==> config.mk <==
export PLATFORM = sky130hd
export DESIGN_NAME = alps_fifo
export DESIGN_NICKNAME = d
export VERILOG_FILES = /design/src/rtl/alps_pkg.sv /design/src/rtl/alps_fifo.sv
export SDC_FILE = /design/constraint.sdc
export NUM_CORES = 1
export LEC_CHECK = 0
export BUFFER_PORTS_ARGS = -buffer_cell sky130_fd_sc_hd__buf_2
export CORE_MARGIN = 2
export CORE_UTILIZATION = 40
export DETAILED_ROUTE_END_ITERATION = 12
export GPL_TIMING_DRIVEN = 0
export PLACE_DENSITY_LB_ADDON = 0.25
export SLEW_MARGIN = 20
export SYNTH_ARGS = -nofsm -noshare
export SYNTH_HDL_FRONTEND = slang
export SYNTH_SLANG_ARGS = --single-unit
==> constraint.sdc <==
create_clock -name clk_i -period 6.09 [get_ports clk_i]
set_input_delay 0 -clock clk_i [delete_from_list [all_inputs] [get_ports clk_i]]
set_output_delay 0 -clock clk_i [all_outputs]
set_load 0.05 [all_outputs]
==> src/rtl/alps_pkg.sv <==
`default_nettype none

package alps_pkg;

  // Image and coordinate geometry
  localparam int unsigned IMAGE_DIM = 4096;
  localparam int COORD_W = 12;
  localparam int ROI_W = 13;
  localparam logic [ROI_W-1:0] ROI_EMPTY_MIN = ROI_W'(IMAGE_DIM);
  localparam logic [ROI_W-1:0] ROI_EMPTY_MAX = '1;

  // Shading constants, distances in Q9 (two per Q8 step)
  localparam int CULL_MARGIN = 1536;
  localparam int EXCESS_CLAMP = 1024;
  localparam int EXCESS_SHIFT = $clog2(2 * EXCESS_CLAMP);
  localparam int GREY_SNAP = 225;

  // Distance pipeline
  localparam int DIST_W = 16;
  localparam int ROOT_STEPS = DIST_W;

  // Queue between classifier and datapath
  localparam int FIFO_DEPTH = 2;

  // Q32 helpers for the sigmoid table
  localparam logic [63:0] Q32_ONE = 64'h1_0000_0000;
  localparam logic [63:0] Q32_MAX = 64'hFFFF_FFFF;

  typedef enum logic [3:0] {
    REG_START_X      = 4'd0,
    REG_START_Y      = 4'd1,
    REG_END_X        = 4'd2,
    REG_END_Y        = 4'd3,
    REG_LINE_WIDTH   = 4'd4,
    REG_ERASE        = 4'd5,
    REG_IMAGE_WIDTH  = 4'd6,
    REG_IMAGE_HEIGHT = 4'd7
  } cfg_reg_e;

  typedef struct packed {
    logic signed [20:0] sx;
    logic signed [20:0] sy;
    logic signed [20:0] ex;
    logic signed [20:0] ey;
    logic [15:0]        lw;
    logic               erase;
    logic [12:0]        iw;
    logic [12:0]        ih;
  } cfg_t;

  typedef struct packed {
    logic               live;
    logic               op;
    logic [COORD_W-1:0] px;
    logic [COORD_W-1:0] py;
    logic [7:0]         old;
  } item_t;

  function automatic logic [63:0] qmul(logic [63:0] a, logic [63:0] b);
    logic [63:0] p;
    p = a * b;
    return p >> 32;
  endfunction

  // exp(-s) in Q32 for 0 <= s <= 6 in Q32
  function automatic logic [63:0] exp_neg_q32(logic [63:0] s);
    logic [63:0] x;
    logic [63:0] x2;
    logic [63:0] x3;
    logic [63:0] x4;
    logic [63:0] e;
    x  = s >> 6;
    x2 = qmul(x, x);
    x3 = qmul(x2, x);
    x4 = qmul(x3, x);
    e  = Q32_ONE - x + x2 / 2 - x3 / 6 + x4 / 24;
    if (e > Q32_MAX) begin
      e = Q32_MAX;
    end
    for (int k = 0; k < 6; k++) begin
      e = qmul(e, e);
    end
    return e;
  endfunction

endpackage

`default_nettype wire

==> src/rtl/alps_fifo.sv <==
`default_nettype none

module alps_fifo (
  input  logic            clk_i,
  input  logic            rst_ni,
  input  logic            push_i,
  input  alps_pkg::item_t item_i,
  input  logic            pop_i,
  output alps_pkg::item_t item_o,
  output logic            empty_o,
  output logic            full_o
);
  import alps_pkg::*;

  localparam int PTR_W = (FIFO_DEPTH > 1) ? $clog2(FIFO_DEPTH) : 1;
  localparam int CNT_W = $clog2(FIFO_DEPTH + 1);

  item_t            mem_q [FIFO_DEPTH];
  logic [PTR_W-1:0] wr_q, rd_q;
  logic [CNT_W-1:0] count_q;

  assign empty_o = count_q == '0;
  assign full_o  = count_q == CNT_W'(FIFO_DEPTH);
  assign item_o  = mem_q[rd_q];

  // Store entries
  always_ff @(posedge clk_i) begin
    if (push_i) begin
      mem_q[wr_q] <= item_i;
    end
  end

  // Advance pointers and fill count
  always_ff @(posedge clk_i or negedge rst_ni) begin
    if (!rst_ni) begin
      wr_q    <= '0;
      rd_q    <= '0;
      count_q <= '0;
    end else begin
      if (push_i) begin
        wr_q <= (wr_q == PTR_W'(FIFO_DEPTH - 1)) ? '0 : wr_q + 1'b1;
      end
      if (pop_i) begin
        rd_q <= (rd_q == PTR_W'(FIFO_DEPTH - 1)) ? '0 : rd_q + 1'b1;
      end
      case ({push_i, pop_i})
        2'b10:   count_q <= count_q + 1'b1;
        2'b01:   count_q <= count_q - 1'b1;
        default: count_q <= count_q;
      endcase
    end
  end

`ifndef SYNTH
  a_no_overflow: assert property (@(posedge clk_i) disable iff (!rst_ni)
    full_o |-> !push_i) else $error("push into full queue");
  a_no_underflow: assert property (@(posedge clk_i) disable iff (!rst_ni)
    empty_o |-> !pop_i) else $error("pop from empty queue");
`endif

endmodule

`default_nettype wire

; ---- Word-level counts from Yosys, hierarchy flattened
; Memory sizes are Yosys's and may differ from the RTL's.
; Index checks and enable logic that the tools add are counted.
[classes]
add_sub_neg = 4
magnitude_cmp = 0
mux = 5
n_div = 0
bitwise_logic = 0
shift = 0
n_reduce_logical = 2
eq_ne = 3
n_mul = 0
[op_table]
columns = op, count
row1 = 2-bit equality test (second input constant), 2
row2 = 1-bit two-way mux, 4
row3 = 2-bit one-hot mux with 2 select lines, 1
row4 = 1-bit adder (second input constant), 2
row5 = 2-bit by 1-bit adder with 2-bit output (second input constant), 1
row6 = 2-bit by 1-bit equality test with 1-bit output (second input constant), 1
row7 = 2-bit zero test, 1
row8 = 2-bit nonzero test, 1
row9 = 2-bit by 1-bit subtractor with 2-bit output (second input constant), 1
[totals]
romBits = 0
latch_bits = 0
mem_bits_rw = 68
in_bits = 38
out_inout_bits = 36
memories = 1
regBits = 4
elab_cells = 18
[memory_table]
columns = name, words, word_bits, read_ports, rd_ports_with_merged_regs, write_ports, line
row1 = mem_q, 2, 34, 1, 0, 1, alps_fifo.sv:18  ; item_t mem_q [FIFO_DEPTH];

; ---- Logic depth before layout (Yosys ltp)
; Gate-level depths: netlist of run 1.
[logic_depth]
ltp_word = 2
mapped_depth = 5
depth_no_buf = 5

; ---- Worst setup path before layout of run 1
; No wires, ideal clock.
[synth_path]
kind = reg2reg
start = register wr_q
end = memory mem_q[0][0] (netlist name), enable pin
t_arrival_ps = 1842
t_required_ps = 5664
path_stages_with_launch = 2
n_path_buf = 0
slack_ps = 3823
period_less_slack_ps = 2267
setup_ps = 426
cell_sequence = dfrtp_1 nor2_1
[synth_rtl]
columns = item, line
row1 = from (decl), alps_fifo.sv:19  ; logic [PTR_W-1:0] wr_q, rd_q;
row2 = from (signal assigned), alps_fifo.sv:41  ; wr_q <= (wr_q == PTR_W'(FIFO_DEPTH - 1)) ? '0 : wr_q + 1'b1;
row3 = to (decl), alps_fifo.sv:18
; Straight into the memory's write port.

==> reports/results.ini, run 1 <==
[outcome]
outcome=complete, no violations

[layout]
multi_input_area_um2=580.6
drive_above_1_share_pct=51.00
final_core_util_pct=57.52
final_cells=331
fin_nets=285
seqCellArea_um2=2142
n_fill_cell=539
area_delta_synth_final_pct=39.35
diodes=0

[synthesis]
post-synth-top-count-cell=edfxtp_1
syn_area_um2=2789
synth_top_area_share_pct=73.22
yosysTopAreaCell=edfxtp_1
yosysUniqueCellTypes=13
synth_edf_count=68
yosys_register_bits=72
syn_inst=122
synth_fp_nets=161
async_flop_share_pct=5.556
ys.warnings.count=0
synth_common_cells=edfxtp_1, mux2_4, mux2_2, dfrtp_1
synth-main-ff-cell=edfxtp_1
synth_area_per_cell_um2=22.86
seq_area_frac_synth_pct=76.81
synth.area.top_cells=edfxtp_1, mux2_4, dfrtp_1

[routing]
routed_wl_um=4466
firstDrtPassIters=4
drt_iter0_markers=59
drt_drc_violations_left=0
avgViaCountPerCell=4.477
drtAntennaViolNets=0
vias=1482
wire_per_inst_um=13.49

[clock_tree]
cts_tree=built
cts-root-buf=clkbuf_8
clkTransAtPathRegs_ns=0.07
worst_skew_pair.late_latency_ns=0.33
clkSinkCount=72
cts_setup_buffers=0
cts_resized=0
cts-buffers-inserted=9
h-tree-depth=3
clk_path_buf_depth=2

[timing]
period_share_pct=25.09
worst_slack_ns=4.562
min_period_ns=1.528
slew_headroom_pct=52.66
skew_ns=0.008009
setup_tns_ns=0
rsz0062_at_grt=false
setup_violations=0
hold_violations=0
tightest_slew_ns=0.7084
slew_viol_final=0
fmax_mhz=654.5

[setup_path]
worstSetupPathType=flip-flop to primary output
path_max_fanout=10
crit_path_end_kind=primary output
cp.required_ns=6.09
crit_path_start_kind=flip-flop
crit_arrival_ns=1.53
ff2ff_setup_slack_ns=4.57

[floorplanning]
ios=74
die_width_um=87.50
die_y_um=87.50
start_util_pct=41.28
dieArea_um2=7656
fp-row-count=30
core-area_um2=6756

[pwr]
ir_worst_vdd_mv=0.2452
p_leak_uw=0.001575
power_density_nw_per_um2=496.4

[global_routing]
antenna_found_initial=0
grt_pass1_vias=1406
grtUsageMet3_pct=4.171
grt-busiest-layer=met2
grt_max_degree=22
overflow=0
grt_use_met2_pct=19.08
grt.total_usage_pct=12.27
grt_first_pass_wirelength_um=6796
use_met1_pct=15.10

[placement]
dpl_worst_slack_ns=4.525
dp.cells=277
portBuffers=73
place_congestion=0.6329
dp_hpwl_um=2839

[worst_hold_path]
min_path_type=input port to flip-flop

[flow_run]
drv_cap=0

[where the power goes]
group          internal [µW]  leakage [µW]  switching [µW]
logic                    323      0.000806             563
registers                659      0.000685            31.2
clock network            186     0.0000836             167
total                   1170       0.00157             761
[through the flow]
stage / hold WS [ns] / area [µm²] / total power, µW
5_1_grt: 0.3688 / 3886 / 2018
6_report: 0.3866 / 3886 / 1929
2_1_floorplan: -0.2956 / 2789 / 1403
3_3_place_gp: -0.1871 / 3254 / 1554
4_1_cts: 0.3698 / 3886 / 1954
3_5_place_dp: -0.1828 / 3318 / 1580
[layer usage]
metal	vias to the layer above	wire (µm)
met3	9	238
met2	52	2160
met1	700	1977
li1	721	-
met4	0	91
met5	-	0
[placed cells by master (no fill, tap or decap)]
cell	count
clkinvlp_4	3
buf_12	3
inv_1	1
clkbuf_8	9
dlygate4sd3_1	38
nor2b_1	1
clkbuf_1	1
mux2_2	5
clkinv_1	2
buf_2	73
mux2_4	29
buf_6	1
nor2_4	1
xnor2_1	2
nor2_1	2
edfxtp_1	68
buf_16	2
dfrtp_1	4
bufinv_16	1
xor2_1	3
ha_1	1
and2_2	1
[worst paths after layout]
path | startpoint | endpoint | cells past startpoint
setup / recovery | rd_q | item_o[14] | 4
hold / removal | item_i[21] | mem_q[0][21] | 2
setup reg to reg | wr_q | mem_q[0][25] | 2
hold reg to reg | count_q[1] | count_q[1] | 1
max in group asynchronous | rst_ni | count_q[1] | 3
min in group asynchronous | rst_ni | count_q[0] | 3
[sequential cells by signal (all words and copies together) (netlist names)]
signal,cells
wr_q,1
count_q,2
mem_q,68
rd_q,1
[logic make-up (layout without fill, tap and decap cells)]
kind of cell,count (synthesis),after routing,share of synthesized area (%)
flops,72,72,76.81
mux,34,34,17.63
xor+xnor,5,5,1.570
simple gates,5,5,0.8527
buf+inv,5,134,2.692
fa+ha+maj,1,1,0.4486
[worst max-delay path, stage by stage, from the launching register on]
cell     delay (ns)
dfrtp_1        0.37
buf_6          0.15
buf_12         0.15
mux2_4         0.30
buf_2          0.21
[cell type report]
cell class	instances	share of cell area (%)
clock inverters	6	1.545
well taps	80	2.576
plain buffers	4	1.835
inverters	1	0.09659
repair buffers	113	20.61
clock buffers	10	3.284
flip-flops and latches	72	55.12
multi-input cells	45	14.94
[what timing repair did]
item,CTS,global route
setup endpoints to repair,0,0
hold buffers,38,0
endpoints found under the hold margin,74,0
(Power assumes the default switching activity.)
==> inputs of run 2 (changes only) <==
==> constraint.sdc (replaced) <==
create_clock -name clk_i -period 1.2 [get_ports clk_i]
set_input_delay 0 -clock clk_i [delete_from_list [all_inputs] [get_ports clk_i]]
set_output_delay 0 -clock clk_i [all_outputs]
set_load 0.05 [all_outputs]
==> run 2 against run 1 <==
The flow now finishes with violations (setup timing). Highest routed layer unchanged. Total power rose to 6.0 times the previous value. Non-clock buffer count up 7. Clock power rose to 6.8 times the previous value. Critical path type unchanged.
==> reports/results.ini, run 2 (synthesis gave the netlist of run 1 again) <==
[setup_path]
reg2reg_depth=2  ; unchanged
crit_arrival_ns=1.45  ; -0.08 ns
cp.required_ns=1.20  ; -4.89 ns
r2r_end=mem_q[1][3]
crit_path_end_kind=primary output
r2r_start=wr_q
ff2ff_setup_slack_ns=0.09  ; -4.48 ns
path_max_fanout=10  ; unchanged
worstSetupPathType=flip-flop to primary output
crit_path_start_kind=flip-flop

[clock_tree]
cts_tree=built
cts-root-buf=clkbuf_8
cts-buffers-inserted=9  ; unchanged
clkSinkCount=72  ; unchanged
h-tree-depth=3  ; unchanged
clkTransAtPathRegs_ns=0.08  ; about the same
clk_path_buf_depth=2  ; unchanged
worst_skew_pair.late_latency_ns=0.33  ; about the same

[pwr]
p_comb_share_pct=48.1  ; +2.2 points
p_clk_share_pct=21.1  ; +2.8 points
p_leak_uw=0.001759  ; +12%
switchingPower_uw=4098  ; +440%
ir_worst_vdd_mv=1.769  ; +620%
switching_share_pct=35.63  ; -3.8 points
p_int_uw=7403  ; +530%
power_uw=11500  ; +500%
power.share.sequential_pct=30.8  ; -5.0 points
power_density_nw_per_um2=2679  ; +440%

[timing]
rsz0062_at_grt=true
worst_slack_ns=-0.2544  ; -4.817 ns
fmax_mhz=687.6
slew_viol_final=0  ; unchanged
fin_hold_ws_ns=0.1954  ; -0.1912 ns
hold_violations=0  ; unchanged
setup_violations=34  ; +34
skew_ns=0.006614  ; -0.001395 ns
min_period_ns=1.454
period_share_pct=121.2
slew_headroom_pct=82.63  ; +30 points
tightest_slew_ns=0.2603  ; -0.4482 ns
setup_tns_ns=-8.316  ; -8.316 ns

[routing]
drt_iter0_markers=41  ; -31%
drt_drc_violations_left=0  ; unchanged
vias=1560  ; +5.3%
avgViaCountPerCell=4.588  ; +2.5%
wire_per_inst_um=14.71  ; +9.0%
firstDrtPassIters=4  ; unchanged
routed_wl_um=5000  ; +12%
drtAntennaViolNets=0  ; unchanged

[layout]
multi_input_area_um2=625.6  ; +7.8%
seqCellArea_um2=2143  ; about the same
final_cell_area_um2=4293  ; +10%
reg.largest.list=mem_q: 68 flops, count_q: 2 flops
fin_nets=295  ; +3.5%
area_delta_synth_final_pct=53.93
mostFrequentLayoutCell=edfxtp_1
final_cell_mix=edfxtp_1, dlygate4sd3_1, buf_2
diodes=0  ; unchanged
drive_above_1_share_pct=53.85  ; +2.9 points
largest_register_ffs=68  ; unchanged
n_fill_cell=489  ; -9.3%
top_register=mem_q

[flow_run]
drv_cap=0  ; unchanged

[floorplanning]
dieArea_um2=7656  ; unchanged
core-area_um2=6756  ; unchanged
die_y_um=87.50  ; unchanged
start_util_pct=41.28  ; unchanged
die_width_um=87.50  ; unchanged
fp-row-count=30  ; unchanged
ios=74  ; unchanged

[outcome]
violations=setup timing
outcome=finished, violations left

[worst_hold_path]
whs_endpoint=mem_q[1][4]
worstHoldStart=push_i
hold_path_depth=2  ; unchanged
min_path_type=input port to flip-flop

[global_routing]
overflow=0  ; unchanged
grt_max_degree=18  ; -18%
grt.total_usage_pct=13.93  ; +1.7 points
grt_first_pass_wirelength_um=7776  ; +14%
grt_pass1_vias=1550  ; +10%
antenna_found_initial=0  ; unchanged

[placement]
dpl_worst_slack_ns=-0.4451  ; -4.970 ns
postPlaceCellArea_um2=3263  ; -1.7%
place_congestion=0.6414  ; +1.3%
dp_hpwl_um=2688  ; -5.3%
portBuffers=73  ; unchanged

-- run 2: layer usage --
| layer | up-vias | global-route usage, % | share of wire, % |
|---|---|---|---|
| met1 | 773 | 16.60 | 41 |
| li1 | 742 | - | - |
| met3 | 7 | 5.213 | 4.2 |
| met5 | - | 0 | 0 |
| met2 | 38 | 23.42 | 54 |
| met4 | 0 | 4.615 | 0.98 |
-- run 2: cell type report --
cell class	instances	share of cell area, %
Inverter	1	0.08744
Clock buffer	9	2.885
Sequential cell	72	49.93
Buffer	4	1.661
Tap cell	80	2.332
Multi-Input combinational cell	48	14.57
Clock inverter	6	3.089
Timing Repair Buffer	120	25.44
-- run 2: worst max-delay path by stage --
stage / slack [ns] / endpoint / cells past startpoint / from
after floorplan: -0.13 / mem_q[0][0] / 1 / wr_q
after detailed placement: -0.45 / mem_q[0][24] / 1 / wr_q
after global placement: -0.45 / mem_q[0][21] / 1 / wr_q
final: -0.25 / item_o[22] / 4 / rd_q
after CTS: -0.28 / item_o[30] / 4 / rd_q
after global routing: -0.31 / item_o[30] / 4 / rd_q
-- run 2: power by group through the flow --
stage	registers, µW	clock network [µW]	logic (µW)
2_1_floorplan	3530	0	3600
3_3_place_gp	3550	0	4330
3_5_place_dp	3570	0	4320
4_1_cts	3540	2470	5540
5_1_grt	3590	2580	5760
6_report	3540	2420	5540
-- run 2: critical path, stage by stage, from the launching register on --
cell	delay (ns)
dfrtp_1	0.37
buf_6	0.15
buf_12	0.15
mux2_4	0.30
buf_6	0.15
-- run 2: what timing repair did --
action	CTS	global route
endpoints found under the setup margin	102	36
pin swaps	4	0
cloned	3	0
hold endpoints to repair	74	0
hold buffers	38	0
resized for setup	78	6
buffers inserted	9	0
-- run 2: stage by stage --
step	cells	util, %
floorplan	122	-
global placement	275	48.30
detailed placement	275	48.30
CTS	340	63.35
global route	340	63.54
finish	340	63.54
