File: config.mk
export PLATFORM = sky130hd
export DESIGN_NAME = alps_front_flat
export DESIGN_NICKNAME = d
export VERILOG_FILES = /design/src/rtl/alps_pkg.sv /design/src/rtl/alps_if.sv /design/src/rtl/alps_front.sv /design/src/flat_wrapper.sv
export SDC_FILE = /design/constraint.sdc
export NUM_CORES = 1
export LEC_CHECK = 0
export BUFFER_PORTS_ARGS = -buffer_cell sky130_fd_sc_hd__buf_2
export CORE_ASPECT_RATIO = 0.7
export CORE_MARGIN = 2
export CORE_UTILIZATION = 55
export CTS_BUF_LIST = sky130_fd_sc_hd__clkbuf_8
export CTS_CLUSTER_DIAMETER = 80
export DETAILED_ROUTE_END_ITERATION = 10
export GPL_ROUTABILITY_DRIVEN = 0
export GPL_TIMING_DRIVEN = 0
export PLACE_DENSITY_LB_ADDON = 0.3
export SETUP_SLACK_MARGIN = 0.3
export SLEW_MARGIN = 20
export SYNTH_ARGS = -nofsm -noshare
export SYNTH_HDL_FRONTEND = slang
export SYNTH_SLANG_ARGS = --single-unit
File: constraint.sdc
create_clock -name clk_i -period 9.3 [get_ports clk_i]
set_input_delay 0.93 -clock clk_i [delete_from_list [all_inputs] [get_ports clk_i]]
set_output_delay 0.93 -clock clk_i [all_outputs]
set_load 0.05 [all_outputs]
File: src/rtl/alps_pkg.sv
`default_nettype none

package alps_pkg;

  // Image and coordinate geometry
  localparam int unsigned IMAGE_DIM = 4096;
  localparam int COORD_W = 12;
  localparam int ROI_W = 13;
  localparam logic [ROI_W-1:0] ROI_EMPTY_MIN = ROI_W'(IMAGE_DIM);
  localparam logic [ROI_W-1:0] ROI_EMPTY_MAX = '1;

  // Shading constants, distances in Q9 (two per Q8 step)
  localparam int CULL_MARGIN = 1536;
  localparam int EXCESS_CLAMP = 1024;
  localparam int EXCESS_SHIFT = $clog2(2 * EXCESS_CLAMP);
  localparam int GREY_SNAP = 225;

  // Distance pipeline
  localparam int DIST_W = 16;
  localparam int ROOT_STEPS = DIST_W;

  // Queue between classifier and datapath
  localparam int FIFO_DEPTH = 2;

  // Q32 helpers for the sigmoid table
  localparam logic [63:0] Q32_ONE = 64'h1_0000_0000;
  localparam logic [63:0] Q32_MAX = 64'hFFFF_FFFF;

  typedef enum logic [3:0] {
    REG_START_X      = 4'd0,
    REG_START_Y      = 4'd1,
    REG_END_X        = 4'd2,
    REG_END_Y        = 4'd3,
    REG_LINE_WIDTH   = 4'd4,
    REG_ERASE        = 4'd5,
    REG_IMAGE_WIDTH  = 4'd6,
    REG_IMAGE_HEIGHT = 4'd7
  } cfg_reg_e;

  typedef struct packed {
    logic signed [20:0] sx;
    logic signed [20:0] sy;
    logic signed [20:0] ex;
    logic signed [20:0] ey;
    logic [15:0]        lw;
    logic               erase;
    logic [12:0]        iw;
    logic [12:0]        ih;
  } cfg_t;

  typedef struct packed {
    logic               live;
    logic               op;
    logic [COORD_W-1:0] px;
    logic [COORD_W-1:0] py;
    logic [7:0]         old;
  } item_t;

  function automatic logic [63:0] qmul(logic [63:0] a, logic [63:0] b);
    logic [63:0] p;
    p = a * b;
    return p >> 32;
  endfunction

  // exp(-s) in Q32 for 0 <= s <= 6 in Q32
  function automatic logic [63:0] exp_neg_q32(logic [63:0] s);
    logic [63:0] x;
    logic [63:0] x2;
    logic [63:0] x3;
    logic [63:0] x4;
    logic [63:0] e;
    x  = s >> 6;
    x2 = qmul(x, x);
    x3 = qmul(x2, x);
    x4 = qmul(x3, x);
    e  = Q32_ONE - x + x2 / 2 - x3 / 6 + x4 / 24;
    if (e > Q32_MAX) begin
      e = Q32_MAX;
    end
    for (int k = 0; k < 6; k++) begin
      e = qmul(e, e);
    end
    return e;
  endfunction

endpackage

`default_nettype wire

File: src/rtl/alps_if.sv
`default_nettype none

interface alps_in_if;
  logic        valid;
  logic        ready;
  logic        op;
  logic [11:0] pixel_x;
  logic [11:0] pixel_y;
  logic [7:0]  old_value;
  modport source (output valid, op, pixel_x, pixel_y, old_value, input ready);
  modport sink (input valid, op, pixel_x, pixel_y, old_value, output ready);
endinterface


interface alps_cfg_if;
  logic        valid;
  logic        ready;
  logic [3:0]  index;
  logic [31:0] data;
  modport source (output valid, index, data, input ready);
  modport sink (input valid, index, data, output ready);
endinterface

`default_nettype wire

File: src/rtl/alps_front.sv
`default_nettype none

module alps_front (
  input  logic            clk_i,
  input  logic            rst_ni,
  alps_cfg_if.sink        cfg_i,
  alps_in_if.sink         in_i,
  input  logic            fifo_full_i,
  output logic            push_o,
  output alps_pkg::item_t item_o,
  output alps_pkg::cfg_t  conf_o
);
  import alps_pkg::*;

  cfg_t cfg_q;

  logic signed [20:0] mnx, mxx, mny, mxy;
  logic signed [22:0] lw_s, lo_x, hi_x, lo_y, hi_y, ix, iy;
  logic               in_img, in_box, immut;

  assign cfg_i.ready = 1'b1;
  assign conf_o = cfg_q;

  // Register file
  always_ff @(posedge clk_i or negedge rst_ni) begin
    if (!rst_ni) begin
      cfg_q.sx    <= '0;
      cfg_q.sy    <= '0;
      cfg_q.ex    <= '0;
      cfg_q.ey    <= '0;
      cfg_q.lw    <= 16'd768;
      cfg_q.erase <= 1'b0;
      cfg_q.iw    <= 13'd4096;
      cfg_q.ih    <= 13'd4096;
    end else if (cfg_i.valid) begin
      case (cfg_reg_e'(cfg_i.index))
        REG_START_X:      cfg_q.sx    <= cfg_i.data[20:0];
        REG_START_Y:      cfg_q.sy    <= cfg_i.data[20:0];
        REG_END_X:        cfg_q.ex    <= cfg_i.data[20:0];
        REG_END_Y:        cfg_q.ey    <= cfg_i.data[20:0];
        REG_LINE_WIDTH:   cfg_q.lw    <= cfg_i.data[15:0];
        REG_ERASE:        cfg_q.erase <= cfg_i.data[0];
        REG_IMAGE_WIDTH:  cfg_q.iw    <= cfg_i.data[12:0];
        REG_IMAGE_HEIGHT: cfg_q.ih    <= cfg_i.data[12:0];
        default: ;
      endcase
    end
  end

  // Widened bounding box in whole pixels
  always_comb begin
    mnx  = (cfg_q.sx < cfg_q.ex) ? cfg_q.sx : cfg_q.ex;
    mxx  = (cfg_q.sx > cfg_q.ex) ? cfg_q.sx : cfg_q.ex;
    mny  = (cfg_q.sy < cfg_q.ey) ? cfg_q.sy : cfg_q.ey;
    mxy  = (cfg_q.sy > cfg_q.ey) ? cfg_q.sy : cfg_q.ey;
    lw_s = $signed({7'd0, cfg_q.lw});
    lo_x = (23'(mnx) - lw_s) >>> 8;
    lo_y = (23'(mny) - lw_s) >>> 8;
    hi_x = (23'(mxx) + lw_s + 23'sd255) >>> 8;
    hi_y = (23'(mxy) + lw_s + 23'sd255) >>> 8;
    ix   = $signed({11'd0, in_i.pixel_x});
    iy   = $signed({11'd0, in_i.pixel_y});
  end

  // Classify the pixel
  assign in_img = ({1'b0, in_i.pixel_x} < cfg_q.iw) && ({1'b0, in_i.pixel_y} < cfg_q.ih);
  assign in_box = (ix >= lo_x) && (ix < hi_x) && (iy >= lo_y) && (iy < hi_y);
  assign immut  = in_i.old_value == (cfg_q.erase ? 8'h00 : 8'hFF);

  assign item_o.live = !in_i.op && in_img && in_box && !immut;
  assign item_o.op   = in_i.op;
  assign item_o.px   = in_i.pixel_x;
  assign item_o.py   = in_i.pixel_y;
  assign item_o.old  = in_i.old_value;

  assign in_i.ready = !fifo_full_i;
  assign push_o     = in_i.valid && !fifo_full_i;

endmodule

`default_nettype wire

File: src/flat_wrapper.sv
// flat-port wrapper written by rule: the top's interface ports become plain ports
module alps_front_flat import alps_pkg::*;
  (clk_i, rst_ni, fifo_full_i, push_o, item_o, conf_o, cfg_i_valid, cfg_i_index, cfg_i_data, cfg_i_ready, in_i_valid, in_i_op, in_i_pixel_x, in_i_pixel_y, in_i_old_value, in_i_ready);
  alps_cfg_if cfg_i_i ();
  alps_in_if in_i_i ();
  input  logic clk_i;
  input  logic rst_ni;
  input  logic fifo_full_i;
  output logic push_o;
  output alps_pkg::item_t item_o;
  output alps_pkg::cfg_t conf_o;
  input wire logic [$bits(cfg_i_i.valid)-1:0] cfg_i_valid;
  input wire logic [$bits(cfg_i_i.index)-1:0] cfg_i_index;
  input wire logic [$bits(cfg_i_i.data)-1:0] cfg_i_data;
  output wire logic [$bits(cfg_i_i.ready)-1:0] cfg_i_ready;
  input wire logic [$bits(in_i_i.valid)-1:0] in_i_valid;
  input wire logic [$bits(in_i_i.op)-1:0] in_i_op;
  input wire logic [$bits(in_i_i.pixel_x)-1:0] in_i_pixel_x;
  input wire logic [$bits(in_i_i.pixel_y)-1:0] in_i_pixel_y;
  input wire logic [$bits(in_i_i.old_value)-1:0] in_i_old_value;
  output wire logic [$bits(in_i_i.ready)-1:0] in_i_ready;
  assign cfg_i_i.valid = cfg_i_valid;
  assign cfg_i_i.index = cfg_i_index;
  assign cfg_i_i.data = cfg_i_data;
  assign cfg_i_ready = cfg_i_i.ready;
  assign in_i_i.valid = in_i_valid;
  assign in_i_i.op = in_i_op;
  assign in_i_i.pixel_x = in_i_pixel_x;
  assign in_i_i.pixel_y = in_i_pixel_y;
  assign in_i_i.old_value = in_i_old_value;
  assign in_i_ready = in_i_i.ready;
  alps_front u_core (.clk_i(clk_i), .rst_ni(rst_ni), .cfg_i(cfg_i_i), .in_i(in_i_i), .fifo_full_i(fifo_full_i), .push_o(push_o), .item_o(item_o), .conf_o(conf_o));
endmodule
# Word level (Yosys, flattened, before mapping)
# Index checks and enable logic that the tools add are counted.
[totals] inputBits=74 word_cells=57 ff_bits=127 output_inout_bits=164
[classes] reduce_logical=20 n_mux=5 n_eq_ne=8 magnitude_cmp=10 addsub=6
[op_table] op="$mux W21" n=4
[op_table] op="$add A22 B9 Y23 const B" n=2
[op_table] op="$add A21 B17 Y22" n=2
[op_table] op="$sub A21 B17 Y22" n=2
[op_table] op="$gt A21 B21 Y1" n=2
[op_table] op="$lt A21 B21 Y1" n=2
[op_table] op="$lt A13 B15 Y1" n=2
[op_table] op="$ge A13 B14 Y1" n=2
[op_table] op="$lt A12 B13 Y1" n=2
[op_table] op="$eq A4 B3 Y1 const B" n=4
[op_table] op="$reduce_and A2 Y1" n=8
[op_table] op="$eq A4 B2 Y1 const B" n=2
[op_table] op="$eq A8 B8 Y1" n=1
[op_table] op="$logic_and A1 B1 Y1" n=8
[op_table] op="$mux W8" n=1
[op_table] op="$eq A4 B1 Y1 const B" n=1
[op_table] op="$logic_not A4 Y1" n=1
[op_table] op="$logic_not A1 Y1" n=3

# Longest topological paths before layout
# Gate-level depths: netlist of run 1.
[depth] ltp_word=10 mapped_depth=37

# Worst setup path after synthesis of run 1
# No wires, ideal clock.
[synth_path] kind="reg2out" start="register u_core.cfg_q, in the netlist u_core.conf_o[60]" end="output port item_o[33] (netlist name)" t_required_ns=8.370 path_stages_with_launch=35 setup_slack_ns=0.675 arrival_time_ns=7.695 path_cell_list="dfrtp_1 inv_1 ha_1 nand4_1 nor4_2 o21ai_0 nand3_1 nor2_1 a21oi_1 a21o_1 buf_2 buf_2 mux2i_1 ha_1 inv_1 ha_1 nor2b_1 o21a_1 o21a_1 o211ai_1 o31a_1 a31oi_1 or2_2 a21o_1 a21oi_1 xor2_1 ha_1 a21o_1 a211oi_1 o21ai_0 nor4b_1 o31ai_1 nor2_1 a31oi_1 nor4_2"
[synth_rtl] element="from (decl)" line_no="alps_front.sv:15" text="cfg_t cfg_q;"
[synth_rtl] element="to (decl)" line_no="flat_wrapper.sv:10" text="output alps_pkg::item_t item_o;"

==> impl_metrics.tcl, run 1 <==
set metrics [dict create \
    outcome "complete, no violations" \
    r2r-start "u_core.conf_o[102]" \
    synth_edf_count 0 \
    numCtsBuffers 17 \
    cap_viol_max_count 0 \
    boundaryPins 238 \
    yosys.area_share.adder_pct 21.8 \
    cts.clk_slew.worst_paths_ns 0.08 \
    portBuffers 225 \
    drive_gt1_share_pct 30.8 \
    maxClockFrequency_ghz 0.114 \
    fin_crit_sh_pct 94.2 \
    synth_commonest_cells "ha_1, inv_1, dfrtp_1" \
    synth_top_family_by_area "adder cells" \
    die_x_um 177 \
    antenna_left 0 \
    insertion_delay_ns 0.47 \
    worstPathRequired_ns 8.37 \
    drt-pass1-iter-count 6 \
    finClkSkew_ns 0 \
    leakagePower_nw 7.07 \
    core_mm2 0.0206 \
    vias_per_cell 5.94 \
    slowest_delay_ns 0.43 \
    synthMostInstantiatedCell "ha_1" \
    die_h_um 125 \
    cts_max_level 4 \
    setup_viol 0 \
    syn_inst 1260 \
    wl_per_cell_um 20.0 \
    cp-start-kind "flop" \
    start_util_pct 55.8 \
    r2r_setup_slack_ns 8.25 \
    ff_latch_area_mm2 0.00319 \
    dp_cells 1762 \
    min_path_type "input port to async pin" \
    worstPathMaxFanout 10 \
    grt_pass1_wl_mm 55.7 \
    arrival_ns 7.83 \
    syn_avg_cell_area_um2 9.12 \
    clkSinkCount 127 \
    area_growth_pct 20.5 \
    whs_ns 0.309 \
    die_area_mm2 0.0221 \
    design_area_mm2 0.0138 \
    initialDrtViolationCount 1031 \
    crit_start "u_core.conf_o[58]" \
    cts_tree "yes" \
    place_ws_ns -0.380 \
    total_power_mw 5.32 \
    max-slew-margin-rel_pct 48.4 \
    largest_reg_flops 127 \
    synthArstFlopShare_pct 100 \
    rsz0062_at_grt "false" \
    yosys.area.top_type "dfrtp_1" \
    crit_path_top_delay_cell "nor4b_2" \
    ys.flop_type "dfrtp_1" \
    ys_warn_count 0 \
    slew_viol_final 0 \
    synth-compound-area-share_pct 14.8 \
    finalSetupTns_ns 0 \
    num_vias 10768 \
    final-hold-violation-count 0 \
    yosys.area_share.simple_pct 12.2 \
    worst_slack_ns 0.540 \
    ys_ff_latch 127 \
    grt_pass1_vias 10299 \
    place_area_mm2 0.0130 \
    worst_setup_path_end_kind "primary output" \
    cts_buffer_depth 2 \
    hpwlAfterDp_mm 27.9 \
    yosysUniqueCellTypes 64 \
    endpoint "item_o[33]" \
    multi_input_area_mm2 0.00769 \
    drc 0 \
    crit_type "flop to primary output" \
    synth-seq-area-share_pct 27.7 \
    clockRootBuffer "clkbuf_8" \
    antenna_found_initial 0 \
    synthMuxAreaShare_pct 12.3 \
    period_needed_ns 8.76 \
    fin_cells 1814 \
    num-nets-final 1799 \
    synthTopCellsByArea "dfrtp_1, ha_1, mux2_2" \
    synth_top_area_share_pct 26.8 \
    diodes 0 \
    worst_pin_slew_ns 0.773 \
    worstRegToRegCells 2 \
    grt_max_degree 96 \
    grt_overflow 0 \
    std_cell_rows 44 \
    hold_buffers 0 \
    grt_usage_pct 32.7 \
    synth-xor-area-share_pct 3.89 \
    n_fill_cell 1708 \
    path_common_cell "ha_1" \
    synth_nets 1534 \
    power_density_mw_per_mm2 384 \
    vdd_drop_max_mv 0.197 \
    r2r-end "u_core.conf_o[102]" \
    fin_util_pct 67.3 \
    wl_mm 36.2 \
    synth_area_mm2 0.0115 \
]
==> where the power goes <==
part / switching (mW) / leakage (nW) / internal, mW
registers: 0.181 / 1.53 / 0.686
logic: 2.38 / 5.34 / 1.54
clock network: 0.261 / 0.203 / 0.268
total: 2.82 / 7.07 / 2.50
==> kinds of logic (layout without fill, tap and decap cells) <==
kind of cell,after synthesis,in the layout
XOR/XNOR,51,51
other,1,1
AND/OR/NAND/NOR,281,281
flip-flops,127,127
buffers and inverters,189,467
multiplexers,128,128
adder cells (fa/ha/maj),200,200
AO/OA/AOI/OAI,283,283
==> worst max-delay path, delay by kind of cell, from the launching register on <==
kind | cells | cell delay [ns]
compound gates | 15 | 2.76
simple gates | 9 | 1.76
fa+ha+maj | 4 | 1.15
buf+inv | 7 | 1.00
flops | 1 | 0.40
mux | 1 | 0.16
xor+xnor | 1 | 0.16
==> cells in the final DEF (no fill, tap or decap), drive strengths merged, types with 5 or more instances in the layout <==
master     n
nor2      39
o21bai     8
ha       200
a21oi     75
nand3     18
dfrtp    123
nand2b    21
o2111ai    6
o21a       8
mux2     105
clkbuf    41
nor3      10
mux2i     23
a21o      30
o21ai    114
a211oi     7
buf      285
inv      129
xnor2     32
nand2    112
nor4       7
a31oi      7
and2       6
nand3b     5
xor2      19
nand4     16
nor3b      5
nor2b     18
and3       9
clkinv     6
==> layout make-up <==
class,instances,area share (%)
sequential,127,23.0
clock buffer,17,1.69
inverter,126,3.42
buffer,63,2.91
multi-input combinational,944,55.6
tap,276,2.49
timing repair buffer,246,9.53
clock inverter,15,1.36
==> metal layers <==
metal  wire length (µm)  part of all wire, %  track usage (%)  vias up
met5                  0                    0                0        -
met4                879                  2.4             8.90        0
met3               3740                   10             8.82       78
met2              15800                   44             49.8      540
li1                   -                    -                -     4979
met1              15800                   44             45.8     5171
==> worst min-delay path by stage <==
stage	start	end	slack (ns)	depth (start not counted)
final	rst_ni	u_core.conf_o[108]	0.31	1
after global routing	rst_ni	u_core.conf_o[108]	0.32	1
after CTS	rst_ni	u_core.conf_o[108]	0.31	1
after detailed placement	u_core.conf_o[29]	u_core.conf_o[29]	0.52	1
after global placement	u_core.conf_o[29]	u_core.conf_o[29]	0.51	1
after floorplan	rst_ni	u_core.conf_o[0]	0.63	0
==> timing repair <==
item,in CTS,in global routing
endpoints found under the hold margin,0,0
pin swaps,4,18
gates resized for setup,20,47
setup endpoints to repair,1,1
setup buffers,4,16
(Power assumes the default switching activity.)
==> inputs of run 2 (changes only) <==
--- a/config.mk
+++ b/config.mk
@@ -14,7 +14,9 @@
 export DETAILED_ROUTE_END_ITERATION = 10
 export GPL_ROUTABILITY_DRIVEN = 0
 export GPL_TIMING_DRIVEN = 0
+export HOLD_SLACK_MARGIN = 0.02
 export PLACE_DENSITY_LB_ADDON = 0.3
+export REMOVE_ABC_BUFFERS = 1
 export SETUP_SLACK_MARGIN = 0.3
 export SLEW_MARGIN = 20
 export SYNTH_ARGS = -nofsm -noshare
==> run 2 against run 1 <==
Critical path depth fell by 2. Sequential share of layout area grew 0.66 points. Clock power is 3% higher. Final cell count is 3.5% lower. Die area did not move. Hold slack lost 0.0046 ns. Highest routed layer unchanged. Clock skew unchanged. Combinational power is 4% lower. Setup slack better by 0.11 ns.
==> impl_metrics.tcl, run 2 (synthesis gave the netlist of run 1 again) <==
set metrics [dict create \
    cts_max_level 4 \
    start_util_pct 55.8 \
    num-nets-final 1735 \
    drc 0 \
    clkSinkCount 127 \
    crit_type "flop to primary output" \
    insertion_delay_ns 0.46 \
    grt_overflow 0 \
    worstPathMaxFanout 26 \
    slew_viol_final 0 \
    finalSetupTns_ns 0 \
    antenna_left 0 \
    slowest_delay_ns 0.43 \
    min_path_type "input port to async pin" \
    drive_gt1_share_pct 28.7 \
    wl_per_cell_um 19.6 \
    vias_per_cell 5.84 \
    portBuffers 225 \
    core_mm2 0.0206 \
    path_common_cell "ha_1" \
    cts.clk_slew.worst_paths_ns 0.09 \
    final-hold-violation-count 0 \
    rsz0062_at_grt "false" \
    cts_buffer_depth 2 \
    area_growth_pct 17.1 \
    boundaryPins 238 \
    power_density_mw_per_mm2 385 \
    die_x_um 177 \
    die_h_um 125 \
    wl_mm 34.3 \
    grt_usage_pct 31.1 \
    fin_crit_sh_pct 93.0 \
    place_ws_ns -0.425 \
    outcome "complete, no violations" \
    diodes 0 \
    num_vias 10222 \
    initialDrtViolationCount 729 \
    drt-pass1-iter-count 6 \
    cts_tree "yes" \
    hpwlAfterDp_mm 26.6 \
    n_fill_cell 1731 \
    final_cell_mix "buf_2, ha_1, inv_1" \
    largest_reg_flops 127 \
    die_area_mm2 0.0221 \
    clockRootBuffer "clkbuf_8" \
    vdd_drop_max_mv 0.187 \
    setup_viol 0 \
    antenna_found_initial 0 \
    maxClockFrequency_ghz 0.116 \
    cap_viol_max_count 0 \
    hold_buffers 0 \
    grt_max_degree 94 \
    std_cell_rows 44 \
    grt_pass1_wl_mm 53.1 \
    numCtsBuffers 17 \
    worst_slack_ns 0.651 \
    worst_setup_path_end_kind "primary output" \
    leakagePower_nw 6.87 \
    total_power_mw 5.18 \
    cp-start-kind "flop" \
    period_needed_ns 8.65 \
    worstPathRequired_ns 8.37 \
    max-slew-margin-rel_pct 27.7 \
    finClkSkew_ns 0 \
    crit_path_top_delay_cell "dfrtp_2" \
    worst_pin_slew_ns 1.08 \
    arrival_ns 7.72 \
    grt_pass1_vias 9774 \
    layout.cells.most_common "buf_2" \
]
-- run 2: report_power, final --
part / total [mW] / internal, mW / switching, mW / leakage [nW]
Sequential: 0.858 / 0.686 / 0.172 / 1.53
Clock: 0.546 / 0.299 / 0.247 / 0.216
Combinational: 3.78 / 1.48 / 2.30 / 5.12
-- run 2: through the flow --
step / std cells / utilization (%) / area (µm²) / hold WS [ns]
floorplan: 1197 / - / 11100 / 0.634
global placement: 1698 / 61.2 / 12600 / 0.511
detailed placement: 1706 / 62.1 / 12800 / 0.512
CTS: 1744 / 64.7 / 13300 / 0.307
global route: 1750 / 65.3 / 13500 / 0.313
finish: 1750 / 65.3 / 13500 / 0.305
-- run 2: cell type report --
type                            instances  area [µm²]  area share (%)
Sequential cell                       127        3190            23.7
Timing Repair Buffer                  242        1350            10.0
Tap cell                              276         345            2.57
Inverter                              126         473            3.52
Clock inverter                         14         191            1.42
Clock buffer                           18         248            1.84
Multi-Input combinational cell        947        7660            56.9
-- run 2: routing by layer --
metal / vias up / wire (µm) / GRT usage [%]
li1: 4858 / - / -
met1: 4889 / 15700 / 45.1
met2: 423 / 15200 / 47.9
met3: 52 / 2680 / 5.38
met4: 0 / 720 / 8.65
met5: - / 0 / 0
-- run 2: final timing paths --
kind | cells after the start | end | from | slack [ns]
max in group asynchronous | 2 | u_core.conf_o[60] | rst_ni | 8.20
max reg2reg | 1 | u_core.conf_o[27] | u_core.conf_o[27] | 8.31
max | 35 | item_o[33] | u_core.conf_o[61] | 0.65
min reg2reg | 1 | u_core.conf_o[29] | u_core.conf_o[29] | 0.53
min | 1 | u_core.conf_o[109] | rst_ni | 0.30
min in group clk_i | 1 | u_core.conf_o[29] | u_core.conf_o[29] | 0.53
-- run 2: repair_timing --
action,4_1_cts,5_1_grt
cloned,2,1
setup endpoints to repair,1,1
pin swaps,4,10
endpoints found under the hold margin,0,0
resized for setup,8,22
buffers inserted,4,5
-- run 2: critical path, delay by kind of cell (launching register included) --
kind | cells | cell delay (ns)
AO/OA/AOI/OAI | 15 | 2.66
XOR/XNOR | 1 | 0.22
adder cells (fa/ha/maj) | 4 | 1.06
buffers and inverters | 5 | 0.74
flip-flops | 1 | 0.43
multiplexers | 1 | 0.20
AND/OR/NAND/NOR | 9 | 1.91
