## src/rtl/alps_pkg.sv

```systemverilog
`default_nettype none

package alps_pkg;

  // Image and coordinate geometry
  localparam int unsigned IMAGE_DIM = 4096;
  localparam int COORD_W = 12;
  localparam int ROI_W = 13;
  localparam logic [ROI_W-1:0] ROI_EMPTY_MIN = ROI_W'(IMAGE_DIM);
  localparam logic [ROI_W-1:0] ROI_EMPTY_MAX = '1;

  // Shading constants, distances in Q9 (two per Q8 step)
  localparam int CULL_MARGIN = 1536;
  localparam int EXCESS_CLAMP = 1024;
  localparam int EXCESS_SHIFT = $clog2(2 * EXCESS_CLAMP);
  localparam int GREY_SNAP = 225;

  // Distance pipeline
  localparam int DIST_W = 16;
  localparam int ROOT_STEPS = DIST_W;

  // Queue between classifier and datapath
  localparam int FIFO_DEPTH = 2;

  // Q32 helpers for the sigmoid table
  localparam logic [63:0] Q32_ONE = 64'h1_0000_0000;
  localparam logic [63:0] Q32_MAX = 64'hFFFF_FFFF;

  typedef enum logic [3:0] {
    REG_START_X      = 4'd0,
    REG_START_Y      = 4'd1,
    REG_END_X        = 4'd2,
    REG_END_Y        = 4'd3,
    REG_LINE_WIDTH   = 4'd4,
    REG_ERASE        = 4'd5,
    REG_IMAGE_WIDTH  = 4'd6,
    REG_IMAGE_HEIGHT = 4'd7
  } cfg_reg_e;

  typedef struct packed {
    logic signed [20:0] sx;
    logic signed [20:0] sy;
    logic signed [20:0] ex;
    logic signed [20:0] ey;
    logic [15:0]        lw;
    logic               erase;
    logic [12:0]        iw;
    logic [12:0]        ih;
  } cfg_t;

  typedef struct packed {
    logic               live;
    logic               op;
    logic [COORD_W-1:0] px;
    logic [COORD_W-1:0] py;
    logic [7:0]         old;
  } item_t;

  function automatic logic [63:0] qmul(logic [63:0] a, logic [63:0] b);
    logic [63:0] p;
    p = a * b;
    return p >> 32;
  endfunction

  // exp(-s) in Q32 for 0 <= s <= 6 in Q32
  function automatic logic [63:0] exp_neg_q32(logic [63:0] s);
    logic [63:0] x;
    logic [63:0] x2;
    logic [63:0] x3;
    logic [63:0] x4;
    logic [63:0] e;
    x  = s >> 6;
    x2 = qmul(x, x);
    x3 = qmul(x2, x);
    x4 = qmul(x3, x);
    e  = Q32_ONE - x + x2 / 2 - x3 / 6 + x4 / 24;
    if (e > Q32_MAX) begin
      e = Q32_MAX;
    end
    for (int k = 0; k < 6; k++) begin
      e = qmul(e, e);
    end
    return e;
  endfunction

endpackage

`default_nettype wire

```

## src/rtl/alps_if.sv

```systemverilog
`default_nettype none


interface alps_out_if;
  logic               valid;
  logic               ready;
  logic [7:0]         new_value;
  logic               write_enable;
  logic [12:0]        roi_xmin;
  logic [12:0]        roi_ymin;
  logic signed [12:0] roi_xmax;
  logic signed [12:0] roi_ymax;
  modport source (output valid, new_value, write_enable, roi_xmin, roi_ymin, roi_xmax,
                  roi_ymax, input ready);
  modport sink (input valid, new_value, write_enable, roi_xmin, roi_ymin, roi_xmax,
                roi_ymax, output ready);
endinterface


`default_nettype wire

```

## src/rtl/alps_shade.sv

```systemverilog
`default_nettype none

module alps_shade #(
  parameter int SIGMOID_LUT_DEPTH = 256
) (
  input  logic                        clk_i,
  input  logic                        rst_ni,
  input  alps_pkg::cfg_t              conf_i,
  input  logic                        valid_i,
  input  alps_pkg::item_t             item_i,
  input  logic [alps_pkg::DIST_W-1:0] dist_i,
  alps_out_if.source                  out_o,
  output logic                        adv_o
);
  import alps_pkg::*;

  localparam int IDX_W = $clog2(SIGMOID_LUT_DEPTH);
  localparam int PROD_W = IDX_W + EXCESS_SHIFT + 1;

  // Sigmoid grey table, built at elaboration
  logic [7:0] lut [SIGMOID_LUT_DEPTH];

  for (genvar i = 0; i < SIGMOID_LUT_DEPTH; i++) begin : g_lut
    localparam logic [63:0] Den  = 64'(SIGMOID_LUT_DEPTH - 1);
    localparam logic [63:0] Mid  = 64'd6 * Den;
    localparam logic [63:0] Pos  = 64'd12 * 64'(i);
    localparam logic [63:0] Diff = (Pos >= Mid) ? Pos - Mid : Mid - Pos;
    localparam logic [63:0] S    = (Diff << 32) / Den;
    localparam logic [63:0] E    = exp_neg_q32(S);
    localparam logic [63:0] G    = (Pos >= Mid) ? (64'd255 * E) / (Q32_ONE + E)
                                                : (64'd255 * Q32_ONE) / (Q32_ONE + E);
    assign lut[i] = (G >= 64'(GREY_SNAP)) ? 8'd255 : G[7:0];
  end

  logic oval_q;
  assign adv_o = !oval_q || out_o.ready;

  // Stage 1: cull and clamped excess
  logic               cull;
  logic signed [17:0] ex;
  logic [16:0]        lim;
  logic [11:0]        pos;
  logic [11:0]        pos1_q;
  logic               keep1_q, v1_q;
  item_t              it1_q;

  always_comb begin
    lim  = 17'(conf_i.lw) + 17'(CULL_MARGIN);
    cull = {dist_i, 1'b0} > lim;
    ex   = $signed({1'b0, dist_i, 1'b0}) - $signed({2'b00, conf_i.lw});
    if (ex > 18'(EXCESS_CLAMP)) begin
      pos = 12'(2 * EXCESS_CLAMP);
    end else if (ex < -18'(EXCESS_CLAMP)) begin
      pos = '0;
    end else begin
      pos = 12'(ex + 18'(EXCESS_CLAMP));
    end
  end

  always_ff @(posedge clk_i) begin
    if (adv_o) begin
      pos1_q  <= pos;
      keep1_q <= item_i.live && !cull;
      it1_q   <= item_i;
    end
  end

  // Stage 2: table index, rounded
  logic [PROD_W-1:0] prod;
  logic [IDX_W-1:0]  idx2_q;
  logic              keep2_q, v2_q;
  item_t             it2_q;

  assign prod = PROD_W'(pos1_q) * PROD_W'(SIGMOID_LUT_DEPTH - 1) + PROD_W'(EXCESS_CLAMP);

  always_ff @(posedge clk_i) begin
    if (adv_o) begin
      idx2_q  <= prod[EXCESS_SHIFT +: IDX_W];
      keep2_q <= keep1_q;
      it2_q   <= it1_q;
    end
  end

  // Stage 3: blend with the old value and grow the region, or clear it for an op item
  logic [7:0]              grey, cand, nv;
  logic                    we;
  logic [ROI_W-1:0]        xmin_q, ymin_q, xmin_d, ymin_d;
  logic signed [ROI_W-1:0] xmax_q, ymax_q, xmax_d, ymax_d;
  logic [7:0]              nv_q;
  logic                    we_q;

  always_comb begin
    grey = lut[idx2_q];
    cand = 8'd255 - grey;
    if (conf_i.erase) begin
      nv   = (cand < it2_q.old) ? cand : it2_q.old;
    end else begin
      nv   = (grey > it2_q.old) ? grey : it2_q.old;
    end
    if (!keep2_q) begin
      nv = it2_q.old;
    end
    we     = keep2_q && (nv != it2_q.old);
    xmin_d = xmin_q;
    ymin_d = ymin_q;
    xmax_d = xmax_q;
    ymax_d = ymax_q;
    if (it2_q.op) begin
      xmin_d = ROI_EMPTY_MIN;
      ymin_d = ROI_EMPTY_MIN;
      xmax_d = ROI_EMPTY_MAX;
      ymax_d = ROI_EMPTY_MAX;
    end else if (we) begin
      if ({1'b0, it2_q.px} < xmin_q) xmin_d = {1'b0, it2_q.px};
      if ({1'b0, it2_q.py} < ymin_q) ymin_d = {1'b0, it2_q.py};
      if ($signed({1'b0, it2_q.px}) > xmax_q) xmax_d = $signed({1'b0, it2_q.px});
      if ($signed({1'b0, it2_q.py}) > ymax_q) ymax_d = $signed({1'b0, it2_q.py});
    end
  end

  always_ff @(posedge clk_i) begin
    if (adv_o) begin
      nv_q <= nv;
      we_q <= we;
    end
  end

  always_ff @(posedge clk_i or negedge rst_ni) begin
    if (!rst_ni) begin
      xmin_q <= ROI_EMPTY_MIN;
      ymin_q <= ROI_EMPTY_MIN;
      xmax_q <= ROI_EMPTY_MAX;
      ymax_q <= ROI_EMPTY_MAX;
    end else if (adv_o && v2_q) begin
      xmin_q <= xmin_d;
      ymin_q <= ymin_d;
      xmax_q <= xmax_d;
      ymax_q <= ymax_d;
    end
  end

  // Valid chain and output register
  always_ff @(posedge clk_i or negedge rst_ni) begin
    if (!rst_ni) begin
      v1_q   <= 1'b0;
      v2_q   <= 1'b0;
      oval_q <= 1'b0;
    end else if (adv_o) begin
      v1_q   <= valid_i;
      v2_q   <= v1_q;
      oval_q <= v2_q;
    end
  end

  assign out_o.valid        = oval_q;
  assign out_o.new_value    = nv_q;
  assign out_o.write_enable = we_q;
  assign out_o.roi_xmin     = xmin_q;
  assign out_o.roi_ymin     = ymin_q;
  assign out_o.roi_xmax     = xmax_q;
  assign out_o.roi_ymax     = ymax_q;

`ifndef SYNTH
  a_region_pair: assert property (@(posedge clk_i) disable iff (!rst_ni)
    (xmin_q == ROI_EMPTY_MIN) == (xmax_q == ROI_EMPTY_MAX))
    else $error("region bounds disagree on emptiness");
  a_we_region: assert property (@(posedge clk_i) disable iff (!rst_ni)
    (oval_q && we_q) |-> (xmin_q != ROI_EMPTY_MIN) && (ymin_q != ROI_EMPTY_MIN))
    else $error("write without region");
  a_region_stall: assert property (@(posedge clk_i) disable iff (!rst_ni)
    (oval_q && !out_o.ready) |=> $stable(xmin_q) && $stable(xmax_q) && $stable(ymin_q))
    else $error("region changed while result stalled");
`endif

endmodule

`default_nettype wire

```

## src/flat_wrapper.sv

```systemverilog
// flat-port wrapper written by rule: the top's interface ports become plain ports
module alps_shade_flat import alps_pkg::*;
#(
  parameter int SIGMOID_LUT_DEPTH = 256
)
  (clk_i, rst_ni, conf_i, valid_i, item_i, dist_i, adv_o, out_o_valid, out_o_new_value, out_o_write_enable, out_o_roi_xmin, out_o_roi_ymin, out_o_roi_xmax, out_o_roi_ymax, out_o_ready);
  alps_out_if out_o_i ();
  input  logic clk_i;
  input  logic rst_ni;
  input  alps_pkg::cfg_t conf_i;
  input  logic valid_i;
  input  alps_pkg::item_t item_i;
  input  logic [alps_pkg::DIST_W-1:0] dist_i;
  output logic adv_o;
  output wire logic [$bits(out_o_i.valid)-1:0] out_o_valid;
  output wire logic [$bits(out_o_i.new_value)-1:0] out_o_new_value;
  output wire logic [$bits(out_o_i.write_enable)-1:0] out_o_write_enable;
  output wire logic [$bits(out_o_i.roi_xmin)-1:0] out_o_roi_xmin;
  output wire logic [$bits(out_o_i.roi_ymin)-1:0] out_o_roi_ymin;
  output wire logic [$bits(out_o_i.roi_xmax)-1:0] out_o_roi_xmax;
  output wire logic [$bits(out_o_i.roi_ymax)-1:0] out_o_roi_ymax;
  input wire logic [$bits(out_o_i.ready)-1:0] out_o_ready;
  assign out_o_valid = out_o_i.valid;
  assign out_o_new_value = out_o_i.new_value;
  assign out_o_write_enable = out_o_i.write_enable;
  assign out_o_roi_xmin = out_o_i.roi_xmin;
  assign out_o_roi_ymin = out_o_i.roi_ymin;
  assign out_o_roi_xmax = out_o_i.roi_xmax;
  assign out_o_roi_ymax = out_o_i.roi_ymax;
  assign out_o_i.ready = out_o_ready;
  alps_shade #(.SIGMOID_LUT_DEPTH(SIGMOID_LUT_DEPTH)) u_core (.clk_i(clk_i), .rst_ni(rst_ni), .conf_i(conf_i), .valid_i(valid_i), .item_i(item_i), .dist_i(dist_i), .out_o(out_o_i), .adv_o(adv_o));
endmodule
```

## config.mk

```make
export PLATFORM = sky130hd
export DESIGN_NAME = alps_shade_flat
export DESIGN_NICKNAME = d
export VERILOG_FILES = /design/src/rtl/alps_pkg.sv /design/src/rtl/alps_if.sv /design/src/rtl/alps_shade.sv /design/src/flat_wrapper.sv
export SDC_FILE = /design/constraint.sdc
export NUM_CORES = 1
export LEC_CHECK = 0
export ABC_AREA = 1
export BUFFER_PORTS_ARGS = -buffer_cell sky130_fd_sc_hd__buf_2
export CORE_UTILIZATION = 61
export DETAILED_ROUTE_END_ITERATION = 10
export PLACE_DENSITY_LB_ADDON = 0.05
export SYNTH_ARGS = -nofsm -noshare
export SYNTH_HDL_FRONTEND = slang
export SYNTH_SLANG_ARGS = --single-unit
```

## constraint.sdc

```tcl
create_clock -name clk_i -period 7.32 [get_ports clk_i]
set_clock_uncertainty 0.15 [all_clocks]
set_input_delay 1.098 -clock clk_i [delete_from_list [all_inputs] [get_ports clk_i]]
set_output_delay 1.098 -clock clk_i [all_outputs]
set_load 0.005 [all_outputs]
```

; ---- Word level (Yosys, flattened, before mapping)
; Memories as Yosys holds them, arrays and structs flattened.
; Index checks and enable logic that the tools add are counted.
[word_totals]
rom_bits = 2048
register_bits = 152
output_inout_bits = 63
input_bits = 181
n_memories = 1
[classes]
n_eq_ne = 1
n_reduce_logical = 16
bitwise_logic = 1
multipliers = 1
magnitude_cmp = 10
muxes = 19
addsub = 5
[mem_list]
columns = memory, depth, width, read_ports, rd_clocked_by_memory_dff, write_ports, line_no
row1 = (no name shown), 256, 8, 1, 0, 0, alps_shade.sv:93  ; grey = lut[idx2_q];
[ops]
columns = op, n
row1 = two-way mux 13 bit, 12
row2 = two-way mux 8 bit, 6
row3 = greater-than comparator 13 bit, 2
row4 = < comparator 12 x 13 -> 1 bit, 2
row5 = adder 19 x 11 -> 19 bit (second input constant), 1
row6 = multiplier 12 x 8 -> 19 bit (second input constant), 1
row7 = greater-than comparator 18 x 12 -> 1 bit (second input constant), 1
row8 = < comparator 18 x 11 -> 1 bit (second input constant), 1
row9 = subtractor 17 x 16 -> 18 bit, 1
row10 = adder 16 x 11 -> 17 bit (second input constant), 1
row11 = greater-than comparator 17 bit, 1
row12 = adder 12 bit (second input constant), 1
row13 = two-way mux 12 bit, 1
row14 = AND reduction 3 bit, 4
row15 = nonzero test 2 bit, 5
row16 = greater-or-equal comparator 9 bit (second input constant), 1
row17 = NOT 8 -> 9 bit, 1
row18 = greater-than comparator 8 bit, 1
row19 = < comparator 8 bit, 1
row20 = != test 8 bit, 1
row21 = subtractor 8 bit (first input constant), 1
row22 = logical AND 1 bit, 3
row23 = zero test 1 bit, 2
row24 = OR reduction 2 bit, 1
row25 = logical OR 1 bit, 1

; ---- Depth between registers and ports, before layout
[logic_depth]
ltp_word = 13
ltp_mapped = 34
depth_no_buf = 33

; ---- Worst setup path before layout
; OpenSTA, ideal clock, no wires.
[synth_path]
kind = input -> output
start = input out_o_ready
end = output adv_o
arrival_ps = 3106
cell_stages = 2
slack_ps = 2966
path_buffers = 0
path_cell_list = nor2_1 inv_1
[synth_via]
elab_chain_cells = 1
[synth_lines]
columns = element, line_no
row1 = start: declaration, flat_wrapper.sv:22  ; input wire logic [$bits(out_o_i.ready)-1:0] out_o_ready;
row2 = logical OR 1 bit, alps_shade.sv:36  ; assign adv_o = !oval_q || out_o.ready;
row3 = end: declaration, flat_wrapper.sv:14  ; output logic adv_o;
; No other way between the ends.

; ---- Worst setup path after layout
[layout_path]
start = register u_core.idx2_q[2]
end = register u_core.xmax_q[11] (netlist: u_core.out_o.roi_xmax[11])
[layout_via]
elab_chain_cells = 13
word_cells_on_any_way = 15
classes_between = add/sub (1) / order compare (2) / eq/ne (1) / mux (6) / bitwise (1) / reduce/logical (3) / memory (1)
[layout_lines]
columns = element, line_no
row1 = start: declaration, alps_shade.sv:70  ; logic [IDX_W-1:0] idx2_q;
row2 = start signal: assignment, alps_shade.sv:78  ; idx2_q <= prod[EXCESS_SHIFT +: IDX_W];
row3 = NOT 8 -> 9 bit (implied by the code) *, alps_shade.sv:93
row4 = memory read (256 x 8 bit) *, n/a
row5 = two-way mux 8 bit (implied by the code) * (2 in series), alps_shade.sv:93
row6 = subtractor 8 bit, alps_shade.sv:94  ; cand = 8'd255 - grey;
row7 = < comparator 8 bit, alps_shade.sv:96  ; nv = (cand < it2_q.old) ? cand : it2_q.old;
row8 = two-way mux 8 bit, alps_shade.sv:96
row9 = two-way mux 8 bit *, alps_shade.sv:95  ; if (conf_i.erase) begin
row10 = two-way mux 8 bit *, alps_shade.sv:100  ; if (!keep2_q) begin
row11 = != test 8 bit *, alps_shade.sv:103  ; we = keep2_q && (nv != it2_q.old);
row12 = logical AND 1 bit *, alps_shade.sv:103
row13 = nonzero test 2 bit (no line) *, n/a
row14 = AND reduction 3 bit (no line) *, n/a
row15 = end signal: assignment, alps_shade.sv:137  ; xmax_q <= xmax_d;
row16 = end: declaration, alps_shade.sv:88  ; logic signed [ROI_W-1:0] xmax_q, ymax_q, xmax_d, ymax_d;
; Mark *: on every way between the ends. The rest lies on a longest branch, timed or not. The select of a mux whose other input is x is not followed.
; A chain may end at the register's enable or synchronous reset.

==> reports/summary.txt <==
Outcome: complete, no violations
Most frequent cell on the critical path: nand2_1
Crit-path max cell delay: 900 ps
Cell with the most instances after synthesis: nand2_1
Worst-case reg-to-reg path depth: 30
Non-filler cells, final: 1830
CP max FO: 34
Combinational Power Share: 64.7%
Synth cell count leaders: nand2_1, inv_1, ha_1, nor2_1, edfxtp_1
Critical path capture point type: flop
Tcrit/Tclk final: 78.63%
Yosys synthesis warning count: 0
CTS max path bufs: 2
Layout cells sized above 1: 14.98%
Drc violations: 0
Die ar.: 0.02064 mm^2
DRT antenna net count: 0
Via/cell ratio: 5.507
Initial core utilization: 62.48%
Die Y: 143.7 um
EDFF count, synth: 97
Post-synth net total: 1814
Routed WL: 27660 um
Worst hold path depth: 0
Sw Share: 48.72%
Final hold viol count: 0
Max VDD drop: 0.4169 mV
Critical R2R Launch: u_core.idx2_q[2]$_DFFE_PN_
Worst path arrival time: 5960 ps
Vias in the first global route: 9806
CTS Sinks: 152
Clock transition at the registers of the reported paths: 70 ps
DR WL met3: 1534 um
Distinct cells, synth: 51
Worst Hold Class: reg -> reg
Core region area: 0.01959 mm^2
Reg2reg end: u_core.out_o.roi_xmax[11]$_DFFE_PN1P_
Net Switching: 3.706 mW
Io pins: 244
CTS Hold Buffers Added: 0
Initial antenna violation count: 3
Global-route wire length before repair: 46480 um
Slew headroom: 22.25%
DP HPWL: 20470 um
# H-tree levels: 4
FFs w/ async S/R, synth: 36.18%
Top cell type's share of synthesized area: 23.80%
M1 WL: 12510 um
Largest net degree at the start of global routing: 58
Pre-antenna DRT Iters: 5
Total number of vias: 10080
Final min period: 5756 ps
Max-slew violations: 0
R2R Setup Slk: 1560 ps
Die W: 143.7 um
Hold endpoint: u_core.it2_q[18]$_DFFE_PN_
Post-Synthesis Cell Area: 0.01224 mm^2
Area Overhead vs Synth: 11.70%
CTS tree: yes
Final GP Congestion: 0.9255
Leakage: 7.004 nW
Tot GR Track Use: 28.61%
Cells after DPL: 1795
Max-cap viol count: 0
Final setup violation count: 0
Crit start category: flop
Num rows: 51
WL/cell: 15.11 um
Post-synth top flop: edfxtp_1
Clock root buffer: clkbuf_16
Cts repair resizes: 0
Fmax: 0.1737 GHz
Sequential area share after synthesis: 35.33%
IO Port Bufs: 133
Finished Cell Area: 0.01367 mm^2
Total CTS buffers: 17
Max layer used: met5
Power Density: 556.4 mW/mm^2
Seq cells post-synth: 152
Worst setup path category: reg -> reg
Clock network power share: 12.0%
Worst-Skew Late Latency: 430 ps
Setup bufs post-CTS: 0
DR iter-0 viols: 780
Seq pwr share: 23.3%
Grt total ovfl: 0
RSZ-0062 raised after global routing: false
Area leader, netlist: edfxtp_1
Hold_sp: u_core.it1_q[18]$_DFFE_PN_
P_int: 3.902 mW
Least-Margin Pin Slew: 1163 ps
Critical Path Slowest Stage Cell: edfxtp_1
Post-Route Setup TNS: 0 ps
Area after DPL: 0.01304 mm^2
Post-Synthesis Cells: 1434
DR WL met2: 12990 um
Synth top area cells: edfxtp_1, ha_1, nand2_1
Syn Area/Cell: 8.536 um^2
WP data required: 7530 ps
Nets@finish: 1929
[placed cells by master, fill, tap and decap left out, types with 28 or more instances in the layout]
| cell | synthesis | routed |
|---|---|---|
| buf_2 | 5 | 133 |
| nand2_1 | 310 | 310 |
| inv_1 | 223 | 222 |
| o21ai_0 | 40 | 39 |
| nand4_1 | 68 | 68 |
| ha_1 | 149 | 149 |
| edfxtp_1 | 97 | 97 |
| fa_1 | 50 | 50 |
| dfstp_2 | 28 | 28 |
| a21oi_1 | 76 | 76 |
| nand3_1 | 94 | 94 |
| nor2_1 | 109 | 108 |
[power by group through the flow]
stage,combinational [mW],clock (mW),sequential [mW]
floorplan,3.85,0,1.65
global placement,4.68,0,1.78
detailed placement,4.89,0,1.78
CTS,4.94,0.928,1.77
global route,5.67,0.965,1.81
finish,4.92,0.913,1.77
[through the flow]
step | power, mW | util [%] | worst slack, ps | hold WS, ps
after floorplan | 5.501 | - | 2966 | 250.3
after global placement | 6.457 | 66.55 | 1744 | 251.4
after detailed placement | 6.668 | 66.55 | 1654 | 254.5
after CTS | 7.632 | 69.76 | 1626 | 271.1
after global routing | 8.447 | 69.76 | 767.6 | 278.4
final | 7.608 | 69.80 | 1564 | 267.6
[worst max-delay path by stage]
stage	startpoint	endpoint	slack, ps	depth (start not counted)
after floorplan	out_o_ready	adv_o	2970	2
after global placement	u_core.idx2_q[2]$_DFFE_PN_	u_core.out_o.roi_xmax[12]$_DFFE_PN1P_	1740	30
after CTS	u_core.idx2_q[2]$_DFFE_PN_	u_core.out_o.roi_ymax[12]$_DFFE_PN1P_	1630	30
after global routing	u_core.idx2_q[2]$_DFFE_PN_	u_core.out_o.roi_ymax[12]$_DFFE_PN1P_	770	33
final	u_core.idx2_q[2]$_DFFE_PN_	u_core.out_o.roi_xmax[11]$_DFFE_PN1P_	1560	30
after detailed placement	u_core.idx2_q[2]$_DFFE_PN_	u_core.out_o.roi_ymax[12]$_DFFE_PN1P_	1650	30
[cells by family after synthesis]
family	after synthesis	share of synthesized area, %
XOR/XNOR	29	2.075
AO/OA/AOI/OAI	165	7.656
flip-flops	152	35.33
AND/OR/NAND/NOR	614	22.28
adder cells (fa/ha/maj)	199	23.41
buffers and inverters	275	9.251
[metal layers]
layer | GRT usage, % | vias to the layer above
met1 | 38.14 | 4728
li1 | - | 4988
met2 | 46.73 | 310
met5 | 0 | -
met4 | 10.08 | 2
met3 | 5.232 | 50
[area by class of cell]
| type | instances | area, um^2 |
|---|---|---|
| sequential | 152 | 4324 |
| clock inverter | 15 | 202.7 |
| timing repair buffer | 140 | 718.2 |
| clock buffer | 17 | 425.4 |
| fill | 1606 | 5917 |
| multi-input combinational | 1007 | 6792 |
| inverter | 231 | 872.1 |
| tap | 265 | 331.6 |
| antenna | 3 | 7.507 |
[flip-flops by register name, summed over array words and instances (netlist names)]
name                       flops
u_core.it1_q                  33
u_core.it2_q                  33
u_core.out_o.roi_xmax         13
u_core.out_o.roi_xmin         13
u_core.out_o.roi_ymax         13
u_core.out_o.roi_ymin         13
u_core.pos1_q                 12
u_core.idx2_q                  8
u_core.out_o.new_value         8
u_core.keep1_q                 1
u_core.keep2_q                 1
u_core.out_o.valid             1
u_core.out_o.write_enable      1
u_core.v1_q                    1
u_core.v2_q                    1
[worst max-delay path: cells and delay by family, from the launching register on]
family | cells | cell delay [ps]
and+or+nand+nor | 21 | 2460
buffers and inverters | 5 | 1200
DFF | 1 | 900
adders and majority gates | 2 | 670
AOI/OAI and AO/OA | 2 | 250
No activity file was read; power rests on OpenSTA's default activity.
